**config.mk**
```make
export PLATFORM = sky130hd
export DESIGN_NAME = packbits_planar_row_decoder
export DESIGN_NICKNAME = d
export VERILOG_FILES = /design/src/prpd_pkg.sv /design/src/packbits_planar_row_decoder.sv
export SDC_FILE = /design/constraint.sdc
export NUM_CORES = 1
export LEC_CHECK = 0
export ABC_AREA = 1
export ABC_CLOCK_PERIOD_IN_PS = 9650
export CORE_MARGIN = 2
export CORE_UTILIZATION = 45
export CTS_CLUSTER_SIZE = 25
export DETAILED_ROUTE_END_ITERATION = 6
export DONT_BUFFER_PORTS = 1
export PLACE_DENSITY = 0.66
export SYNTH_ARGS = -nofsm -noshare
export SYNTH_HDL_FRONTEND = slang
export SYNTH_SLANG_ARGS = --single-unit
export TNS_END_PERCENT = 100
```
**constraint.sdc**
```tcl
create_clock -name clk -period 9.65 [get_ports clk]
set_clock_uncertainty 0.2 [all_clocks]
set_input_delay 1.4475 -clock clk [delete_from_list [all_inputs] [get_ports clk]]
set_output_delay 1.4475 -clock clk [all_outputs]
set_load 0.02 [all_outputs]
```
**src/prpd_pkg.sv**
```systemverilog
package prpd_pkg;

    // Row geometry: PLANES bit planes of PLANE_BYTES bytes each.
    localparam int PLANES      = 4;
    localparam int ROW_BYTES   = 160;
    localparam int PLANE_BYTES = ROW_BYTES / PLANES;

    // Only four color bits reach a pixel.
    localparam int COLOR_PLANES = (PLANES < 4) ? PLANES : 4;

    localparam int LANE_W  = (PLANES > 1) ? $clog2(PLANES) : 1;
    localparam int GROUP_W = 6;

    localparam logic [7:0] LIMIT_RESET = 8'd200;
    localparam logic [7:0] SKIP_HEADER = 8'h80;

    // One column of the row store: the byte of every plane at one offset.
    typedef logic [PLANES-1:0][7:0] plane_word_t;

    // Planar to chunky: pixel i takes bit 7-i of each plane, plane b gives color bit b.
    function automatic logic [31:0] to_chunky(input plane_word_t planes);
        logic [31:0] word;
        word = '0;
        for (int i = 0; i < 8; i++)
        begin
            for (int b = 0; b < COLOR_PLANES; b++)
            begin
                word[4*i + b] = planes[b][7-i];
            end
        end
        return word;
    endfunction

endpackage

```
**src/packbits_planar_row_decoder.sv**
```systemverilog
// Header bytes are taken in the idle state; a literal byte or a repeat is written in the run
// state through the one-byte-per-cycle write port of the row store, which pauses for row output.
// A completed row is output one pixel group at a time through EMIT_RD and EMIT_WR, waiting while
// the output stalls; the first group follows the write that fills the row through both states.
// Reset (rst_n, asynchronous, active low) clears decoder state and sets the row limit to 200;
// the row store is not cleared, since every byte is written before it is read.
module packbits_planar_row_decoder (
    input  logic                         clk,
    input  logic                         rst_n,
    input  logic                         in_valid,
    output logic                         in_ready,
    input  logic [7:0]                   body_byte,
    input  logic                         chunk_end,
    input  logic                         cfg_valid,
    output logic                         cfg_ready,
    input  logic [7:0]                   rows_limit,
    output logic                         out_valid,
    input  logic                         out_ready,
    output logic [7:0]                   row_index,
    output logic [prpd_pkg::GROUP_W-1:0] group_index,
    output logic [31:0]                  pixel_group,
    output logic                         row_last
);
    import prpd_pkg::*;

    typedef enum logic [1:0] {
        MODE_HEADER,
        MODE_REPEAT,
        MODE_LITERAL
    } decode_mode_t;

    typedef enum logic [1:0] {
        ST_IDLE,
        ST_RUN,
        ST_EMIT_RD,
        ST_EMIT_WR
    } state_t;

    localparam logic [LANE_W-1:0]  LAST_LANE = LANE_W'(PLANES - 1);
    localparam logic [GROUP_W-1:0] LAST_COL  = GROUP_W'(PLANE_BYTES - 1);

    state_t              state_reg, state_next;
    decode_mode_t        mode_reg, mode_next;
    logic [7:0]          left_reg, left_next;
    logic [7:0]          cnt_reg, cnt_next;
    logic [7:0]          rows_reg, rows_next;
    logic [7:0]          limit_reg, limit_next;
    logic [LANE_W-1:0]   lane_reg, lane_next;
    logic [GROUP_W-1:0]  col_reg, col_next;
    logic [GROUP_W-1:0]  group_reg, group_next;
    logic [7:0]          byte_reg, byte_next;
    logic                end_reg, end_next;
    logic                lit_reg, lit_next;
    logic                stop_reg, stop_next;
    logic                out_valid_reg, out_valid_next;
    logic [7:0]          out_row_reg, out_row_next;
    logic [GROUP_W-1:0]  out_group_reg, out_group_next;
    logic [31:0]         out_pixel_reg, out_pixel_next;
    logic                out_last_reg, out_last_next;

    // Row store: one column per pixel group, one byte lane per plane.
    plane_word_t         row_mem [PLANE_BYTES];
    plane_word_t         rdata_reg;
    logic                mem_we;
    logic                mem_re;
    logic [7:0]          left_fin;
    logic [7:0]          rows_inc;

    assign in_ready    = (state_reg == ST_IDLE);
    assign cfg_ready   = 1'b1;
    assign out_valid   = out_valid_reg;
    assign row_index   = out_row_reg;
    assign group_index = out_group_reg;
    assign pixel_group = out_pixel_reg;
    assign row_last    = out_last_reg;

    assign rows_inc = rows_reg + 8'd1;

    // Store port: byte-lane write during a run, column read during row output.
    always_ff @(posedge clk)
    begin
        if (mem_we)
        begin
            row_mem[col_reg][lane_reg] <= byte_reg;
        end
        if (mem_re)
        begin
            rdata_reg <= row_mem[group_reg];
        end
    end

    // Next-state logic for decoding, store writes and row output.
    always_comb
    begin
        state_next     = state_reg;
        mode_next      = mode_reg;
        left_next      = left_reg;
        cnt_next       = cnt_reg;
        rows_next      = rows_reg;
        limit_next     = limit_reg;
        lane_next      = lane_reg;
        col_next       = col_reg;
        group_next     = group_reg;
        byte_next      = byte_reg;
        end_next       = end_reg;
        lit_next       = lit_reg;
        stop_next      = stop_reg;
        out_valid_next = out_valid_reg;
        out_row_next   = out_row_reg;
        out_group_next = out_group_reg;
        out_pixel_next = out_pixel_reg;
        out_last_next  = out_last_reg;
        mem_we         = 1'b0;
        mem_re         = 1'b0;
        left_fin       = 8'd0;

        if (out_valid_reg && out_ready)
        begin
            out_valid_next = 1'b0;
        end

        if (cfg_valid)
        begin
            limit_next = rows_limit;
        end

        unique case (state_reg)
            ST_IDLE:
            begin
                if (in_valid)
                begin
                    byte_next = body_byte;
                    end_next  = chunk_end;
                    stop_next = 1'b0;
                    if (rows_reg < limit_reg)
                    begin
                        unique case (mode_reg)
                            MODE_HEADER:
                            begin
                                if (body_byte == SKIP_HEADER)
                                begin
                                    mode_next = MODE_HEADER;
                                end
                                else if (body_byte[7])
                                begin
                                    left_next = 8'(9'd257 - {1'b0, body_byte});
                                    mode_next = MODE_REPEAT;
                                end
                                else
                                begin
                                    left_next = body_byte + 8'd1;
                                    mode_next = MODE_LITERAL;
                                end
                            end
                            MODE_REPEAT:
                            begin
                                cnt_next   = left_reg;
                                lit_next   = 1'b0;
                                state_next = ST_RUN;
                            end
                            MODE_LITERAL:
                            begin
                                cnt_next   = 8'd1;
                                lit_next   = 1'b1;
                                state_next = ST_RUN;
                            end
                            default:
                            begin
                                mode_next = MODE_HEADER;
                            end
                        endcase
                    end

                    // Data items finish in the run state; all others end here.
                    if (chunk_end && (state_next == ST_IDLE))
                    begin
                        mode_next = MODE_HEADER;
                        left_next = 8'd0;
                        lane_next = '0;
                        col_next  = '0;
                        rows_next = 8'd0;
                    end
                end
            end

            ST_RUN:
            begin
                if ((cnt_reg == 8'd0) || stop_reg)
                begin
                    // Item done: settle the decoder state.
                    if (lit_reg && !stop_reg)
                    begin
                        left_fin = left_reg - 8'd1;
                    end
                    left_next  = left_fin;
                    mode_next  = (left_fin == 8'd0) ? MODE_HEADER : MODE_LITERAL;
                    state_next = ST_IDLE;
                    if (end_reg)
                    begin
                        mode_next = MODE_HEADER;
                        left_next = 8'd0;
                        lane_next = '0;
                        col_next  = '0;
                        rows_next = 8'd0;
                    end
                end
                else
                begin
                    // Write one decoded byte and advance the fill position.
                    mem_we   = 1'b1;
                    cnt_next = cnt_reg - 8'd1;
                    if ((lane_reg == LAST_LANE) && (col_reg == LAST_COL))
                    begin
                        lane_next  = '0;
                        col_next   = '0;
                        group_next = '0;
                        state_next = ST_EMIT_RD;
                    end
                    else if (col_reg == LAST_COL)
                    begin
                        col_next  = '0;
                        lane_next = lane_reg + LANE_W'(1);
                    end
                    else
                    begin
                        col_next = col_reg + GROUP_W'(1);
                    end
                end
            end

            ST_EMIT_RD:
            begin
                mem_re     = 1'b1;
                state_next = ST_EMIT_WR;
            end

            ST_EMIT_WR:
            begin
                // Load one pixel group once the output register is free.
                if (!out_valid_reg || out_ready)
                begin
                    out_valid_next = 1'b1;
                    out_row_next   = rows_reg;
                    out_group_next = group_reg;
                    out_pixel_next = to_chunky(rdata_reg);
                    out_last_next  = (group_reg == LAST_COL);
                    if (group_reg == LAST_COL)
                    begin
                        rows_next  = rows_inc;
                        stop_next  = (rows_inc >= limit_reg);
                        state_next = ST_RUN;
                    end
                    else
                    begin
                        group_next = group_reg + GROUP_W'(1);
                        state_next = ST_EMIT_RD;
                    end
                end
            end

            default:
            begin
                state_next = ST_IDLE;
            end
        endcase
    end

    // State and registered outputs.
    always_ff @(posedge clk or negedge rst_n)
    begin
        if (!rst_n)
        begin
            state_reg     <= ST_IDLE;
            mode_reg      <= MODE_HEADER;
            left_reg      <= 8'd0;
            cnt_reg       <= 8'd0;
            rows_reg      <= 8'd0;
            limit_reg     <= LIMIT_RESET;
            lane_reg      <= '0;
            col_reg       <= '0;
            group_reg     <= '0;
            end_reg       <= 1'b0;
            lit_reg       <= 1'b0;
            stop_reg      <= 1'b0;
            out_valid_reg <= 1'b0;
        end
        else
        begin
            state_reg     <= state_next;
            mode_reg      <= mode_next;
            left_reg      <= left_next;
            cnt_reg       <= cnt_next;
            rows_reg      <= rows_next;
            limit_reg     <= limit_next;
            lane_reg      <= lane_next;
            col_reg       <= col_next;
            group_reg     <= group_next;
            end_reg       <= end_next;
            lit_reg       <= lit_next;
            stop_reg      <= stop_next;
            out_valid_reg <= out_valid_next;
        end
    end

    // Payload registers need no reset.
    always_ff @(posedge clk)
    begin
        byte_reg      <= byte_next;
        out_row_reg   <= out_row_next;
        out_group_reg <= out_group_next;
        out_pixel_reg <= out_pixel_next;
        out_last_reg  <= out_last_next;
    end

endmodule
```
; Word-level counts from Yosys, hierarchy flattened
; Memory sizes are Yosys's and may differ from the RTL's. A register that Yosys moved wholly into a read port is not among the register bits.
; Cells that the tools add are included.
[op_classes]
add_sub_neg = 8
magnitude_cmp = 4
eq_ne = 27
mux = 78
n_reduce_logical = 32
[op_table]
columns = operator, n
row1 = $mux W8, 21
row2 = $mux W6, 10
row3 = $pmux W8 S2, 3
row4 = $mux W2, 23
row5 = $mux W32, 1
row6 = $pmux W6 S2, 2
row7 = $pmux W8 S3, 1
row8 = $reduce_and A5 Y1, 4
row9 = $add A8 B1 Y8 const B, 2
row10 = $demux W8 S2, 1
row11 = $logic_not A8 Y1, 2
row12 = $ne A2 B2 Y1 const B, 8
row13 = $sub A8 B1 Y8 const B, 2
row14 = $add A6 B1 Y6 const B, 2
row15 = $eq A6 B6 Y1 const B, 2
row16 = $pmux W2 S2, 3
row17 = $reduce_and A4 Y1, 3
row18 = $mux W1, 10
row19 = $ne A3 B1 Y1 const B, 3
row20 = $eq A2 B2 Y1 const B, 4
row21 = $eq A8 B8 Y1 const B, 1
row22 = $ge A8 B8 Y1, 1
row23 = $lt A8 B8 Y1, 1
row24 = $pmux W2 S4, 1
row25 = 21 further kinds, 38
[totals]
register_bits = 109
mem_bits_rw = 1280
input_bits = 22
output_inout_bits = 50
elab_cells = 168
mem_count = 1
[memory_table]
columns = name, depth, width, read_ports, rd_clocked_by_memory_dff, write_ports, line
row1 = row_mem, 40, 32, 1, 1, 1, packbits_planar_row_decoder.sv:62  ; plane_word_t row_mem [PLANE_BYTES];

; Longest topological paths before layout
[logic_depth]
word_depth = 11
depth_mapped = 15
ltp_nobuf = 15

; Worst setup path before layout
; OpenSTA, ideal clock, no wires.
[synth_path]
kind = input port to flip-flop
start = input port out_ready
end = register out_group_reg[0] (netlist: group_index[0]) (enable)
setup_ps = 467
t_arrival_ps = 3773
t_required_ps = 8983
setup_slack_ps = 5210
path_stages = 2
n_path_buf = 0
cell_sequence = inv_1 > a21oi_1
[synth_between]
elab_chain_cells = 2
[synth_lines]
columns = element, line
row1 = from (decl), packbits_planar_row_decoder.sv:18  ; input logic out_ready,
row2 = $logic_or A1 B1 Y1, packbits_planar_row_decoder.sv:240  ; if (!out_valid_reg || out_ready)
row3 = $reduce_and A2 Y1 (no line), --
row4 = to (signal assigned), packbits_planar_row_decoder.sv:310  ; out_group_reg <= out_group_next;
row5 = to (decl), packbits_planar_row_decoder.sv:57  ; logic [GROUP_W-1:0] out_group_reg, out_group_next;
; Every way passes these cells.
; A chain may end at the register's enable or synchronous reset.

==> qor.log <==
[power] Comb pwr share 0.232
[yosys] unique cell type count in the Yosys netlist 42
[detailed_routing] via count 38,300
[timing] final hold slack 0.2005 ns
[clock_tree] buffer count from post-CTS setup fixing 0
[clock_tree] CTS H-tree depth 4
[yosys] Mapped Avg Cell Area 11.76 µm²
[clock_tree] clock slew at reported path FFs 0.06 ns
[global_route] sum of overflow across all layers after global routing 0
[global_route] via count of the first global-routing pass 35,850
[yosys] FF+latch count, synth 1,421
[hold_path] Worst Hold Class in2async
[timing] setup TNS 0 ns
[detailed_routing] post-route antenna net violation count 0
[power] Static Leakage 0.02246 µW
[yosys] share of the synthesized area in compound gates (AO/OA/AOI/OAI) 0.04664
[timing] Min Clock Period, post-route 4.117 ns
[timing] number of hold-slack violations in the final timing report 0
[yosys] post-synthesis xor/xnor area fraction 0.002247
[power] switching power 5674 µW
[cells_and_area] fraction of final layout cells sized beyond drive strength 1 0.05777
[floorplan] initial standard-cell utilization of the core 0.4526
[detailed_routing] routed via count divided by cell count 5.704
[power] part of the total power dissipated in sequential elements 0.438
[cells_and_area] top library cells by usage in the layout, fill and taps aside edfxtp_1, nand2_1, nand3_1
[global_route] largest net degree at the start of global routing 231
[yosys] largest area contributor in the netlist edfxtp_1
[yosys] most frequently used flop master after synthesis edfxtp_1
[placed_design] placed wire-length estimate after detailed placement 85,580 µm
[yosys] post-synthesis share of cell area spent on full adders, half adders and majority gates 0.007063
[detailed_routing] first-iteration detailed-routing DRC count 5,074
[detailed_routing] residual DRC count 0
[detailed_routing] Final Routed Wirelength 156,200 µm
[floorplan] floorplan die area 132,800 µm²
[cells_and_area] flip-flop count of the largest register after layout 1,280
[clock_tree] maximum buffer depth of the clock tree 3
[clock_tree] number of clock buffers inserted by TritonCTS 146
[worst_setup_path] endpoint type of the worst setup path flop
[yosys] Seq/Total Area, Yosys 0.7254
[floorplan] # IOs 72
[timing] Worst Max-Slew Pin Slew 1.267 ns
[yosys] cell area after technology mapping 58,460 µm²
[cells_and_area] most frequent standard cell in the layout excluding fill and tap cells edfxtp_1
[power] net switching fraction of the power 0.3339
[yosys] synthesized net count 5,024
[timing] RSZ-0062 raised after global routing false
[floorplan] Chip Width 364.4 µm
[clock_tree] Hold Buf Count CTS 0
[global_route] global-route usage over all layers 0.2331
[yosys] number of instances in the synthesized netlist 4,969
[power] internal power 11,320 µW
[worst_setup_path] crit path buf inv count 2
[yosys] EDFF count, synth 1,367
[power] clock share of power 0.330
[worst_setup_path] critical-path cell list buf_4 -> buf_12 -> nand2_1 -> nand3_1 -> nand3_1 -> a21oi_1 -> o211ai_1 -> nand2_1
[floorplan] Die Height 364.4 µm
[detailed_routing] DRT Pass-1 Iters 6
[yosys] main combinational cell family by area after synthesis simple AND/OR/NAND/NOR gates
[power] maximum ir drop on the vdd rail 0.2173 mV
[yosys] YS warnings 0
[global_route] antenna violations before repair 8
[worst_setup_path] maximum net fanout on the critical path 229
[worst_setup_path] top cell family by delay on the critical path buffers and inverters
[cells_and_area] final net count 4,906
[placed_design] weighted congestion at the end of routability-driven global placement 0.8572
[clock_tree] TritonCTS clock tree yes
[flow_run] number of maximum-capacitance violations 0
[yosys] cells taking the most area after synthesis edfxtp_1, nand2_1, nand3_1
[timing] number of pins exceeding their max-slew limit in the final report 0
[floorplan] Core Box Area 129,200 µm²
[worst_setup_path] sort of element at the start of the critical path flop
[worst_setup_path] delay contributed by the slowest stage of the critical path 0.92 ns
[timing] crit share post-route 0.4266
[worst_setup_path] critical path start-end classification reg2reg
[yosys] fraction of synthesized area in multiplexers 0.0001926
[clock_tree] clock latency reported for the late side of the worst-skew pair 0.76 ns
[worst_setup_path] CP Data Required Time 10.07 ns
[run_status] run status complete, no violations
[global_route] wire length of the first global-routing pass 232,900 µm
[worst_setup_path] cell type of the slowest stage on the worst timing path buf_4
[yosys] synthesized-area fraction occupied by and/or/nand/nor cells 0.1849
[clock_tree] total clock sinks 1,421
[placed_design] port buffer count 0
[timing] worst slew slack as a fraction of its limit 0.1553
[floorplan] number of cell rows 132
[detailed_routing] mean routed wirelength per cell 23.27 µm
[worst_setup_path] Critical Path AT 4.54 ns
[timing] setup violation total in the final timing report 0
[cells_and_area] final core utilization 0.4989
[clock_tree] root buffer cell clkbuf_16
[timing] Max Clock Freq 242.9 MHz
[power] P per Cell Area 263.7 nW/µm²
[clock_tree] cells resized by post-CTS repair 0
[yosys] top cell type's share of synthesized area 0.7022
[yosys] Synth async-reset ratio 0.03800
[cells_and_area] synth-to-layout area growth 10.22%
-- metrics by stage --
stage                     setup slack (ns)  std cells  power [µW]  area [µm²]
final                                5.533       6714       16990       64440
after global routing                 5.240       6710       17710       64430
after CTS                            5.597       6710       17000       64430
after detailed placement             5.591       6445       11450       59710
after global placement               5.622       6445       11410       59710
after floorplan                      5.210       4969       10130       58460
-- worst reg2reg max path: cells and delay by family, from the launching register on --
kind,cells,cell delay (ns)
buffers and inverters,2,1.78
DFF,1,0.79
and+or+nand+nor,4,0.69
AOI/OAI and AO/OA,2,0.54
-- layout make-up --
| class | count | area (µm²) |
|---|---|---|
| Timing Repair Buffer | 39 | 392.9 |
| Clock buffer | 192 | 3995 |
| Sequential cell | 1421 | 42420 |
| Clock inverter | 73 | 723.2 |
| Antenna cell | 4 | 10.01 |
| Inverter | 154 | 599.3 |
| Fill cell | 11150 | 64720 |
| Multi-Input combinational cell | 3089 | 14120 |
| Tap cell | 1742 | 2180 |
-- Yosys cell counts, types with 12 or more instances --
master,n
nor2_1,339
dfrtp_1,51
o221ai_1,32
xor2_1,12
edfxtp_1,1367
clkbuf_1,100
buf_2,157
nor3_1,17
o21ai_0,221
nand3_1,803
o22ai_1,33
nand2_1,1364
buf_1,39
o211ai_1,64
ha_1,33
inv_1,142
nand4_1,17
a21oi_1,113
-- power by group through the flow --
stage | combinational, µW | clock, µW | sequential [µW]
final | 3950 | 5600 | 7450
after global routing | 4350 | 5890 | 7470
after CTS | 3910 | 5640 | 7450
after detailed placement | 3890 | 0 | 7570
after global placement | 3840 | 0 | 7580
after floorplan | 2830 | 0 | 7300
-- cell families (layout without fill, tap and decap cells) --
logic type	count (synthesis)	count (layout)
other cells	1	5
compound gates	474	474
simple gates	2565	2565
buf+inv	459	458
xor+xnor	15	15
flops	1421	1421
mux	1	1
fa+ha+maj	33	33
-- worst paths after layout --
path / start / end / slack [ns] / depth (start not counted)
setup / recovery: group_reg[0] / rdata_reg[28] / 5.53 / 8
hold / removal: rst_n / rows_reg[6] / 0.20 / 0
setup reg to reg: group_reg[0] / rdata_reg[28] / 5.53 / 8
hold reg to reg: rdata_reg[27] / pixel_group[19] / 0.28 / 0
max in group asynchronous: rst_n / limit_reg[6] / 8.84 / 0
min in group clk: rdata_reg[27] / pixel_group[19] / 0.28 / 0
-- layer usage --
layer	wire length (µm)	track usage	share of wire	vias to the layer above
li1	-	-	-	17350
met1	65310	0.3363	0.42	18800
met2	70050	0.3458	0.45	1847
met3	15710	0.05487	0.10	272
met4	4971	0.08305	0.032	26
met5	168	0	0.0011	-
Power figures use the tool's default switching activity.
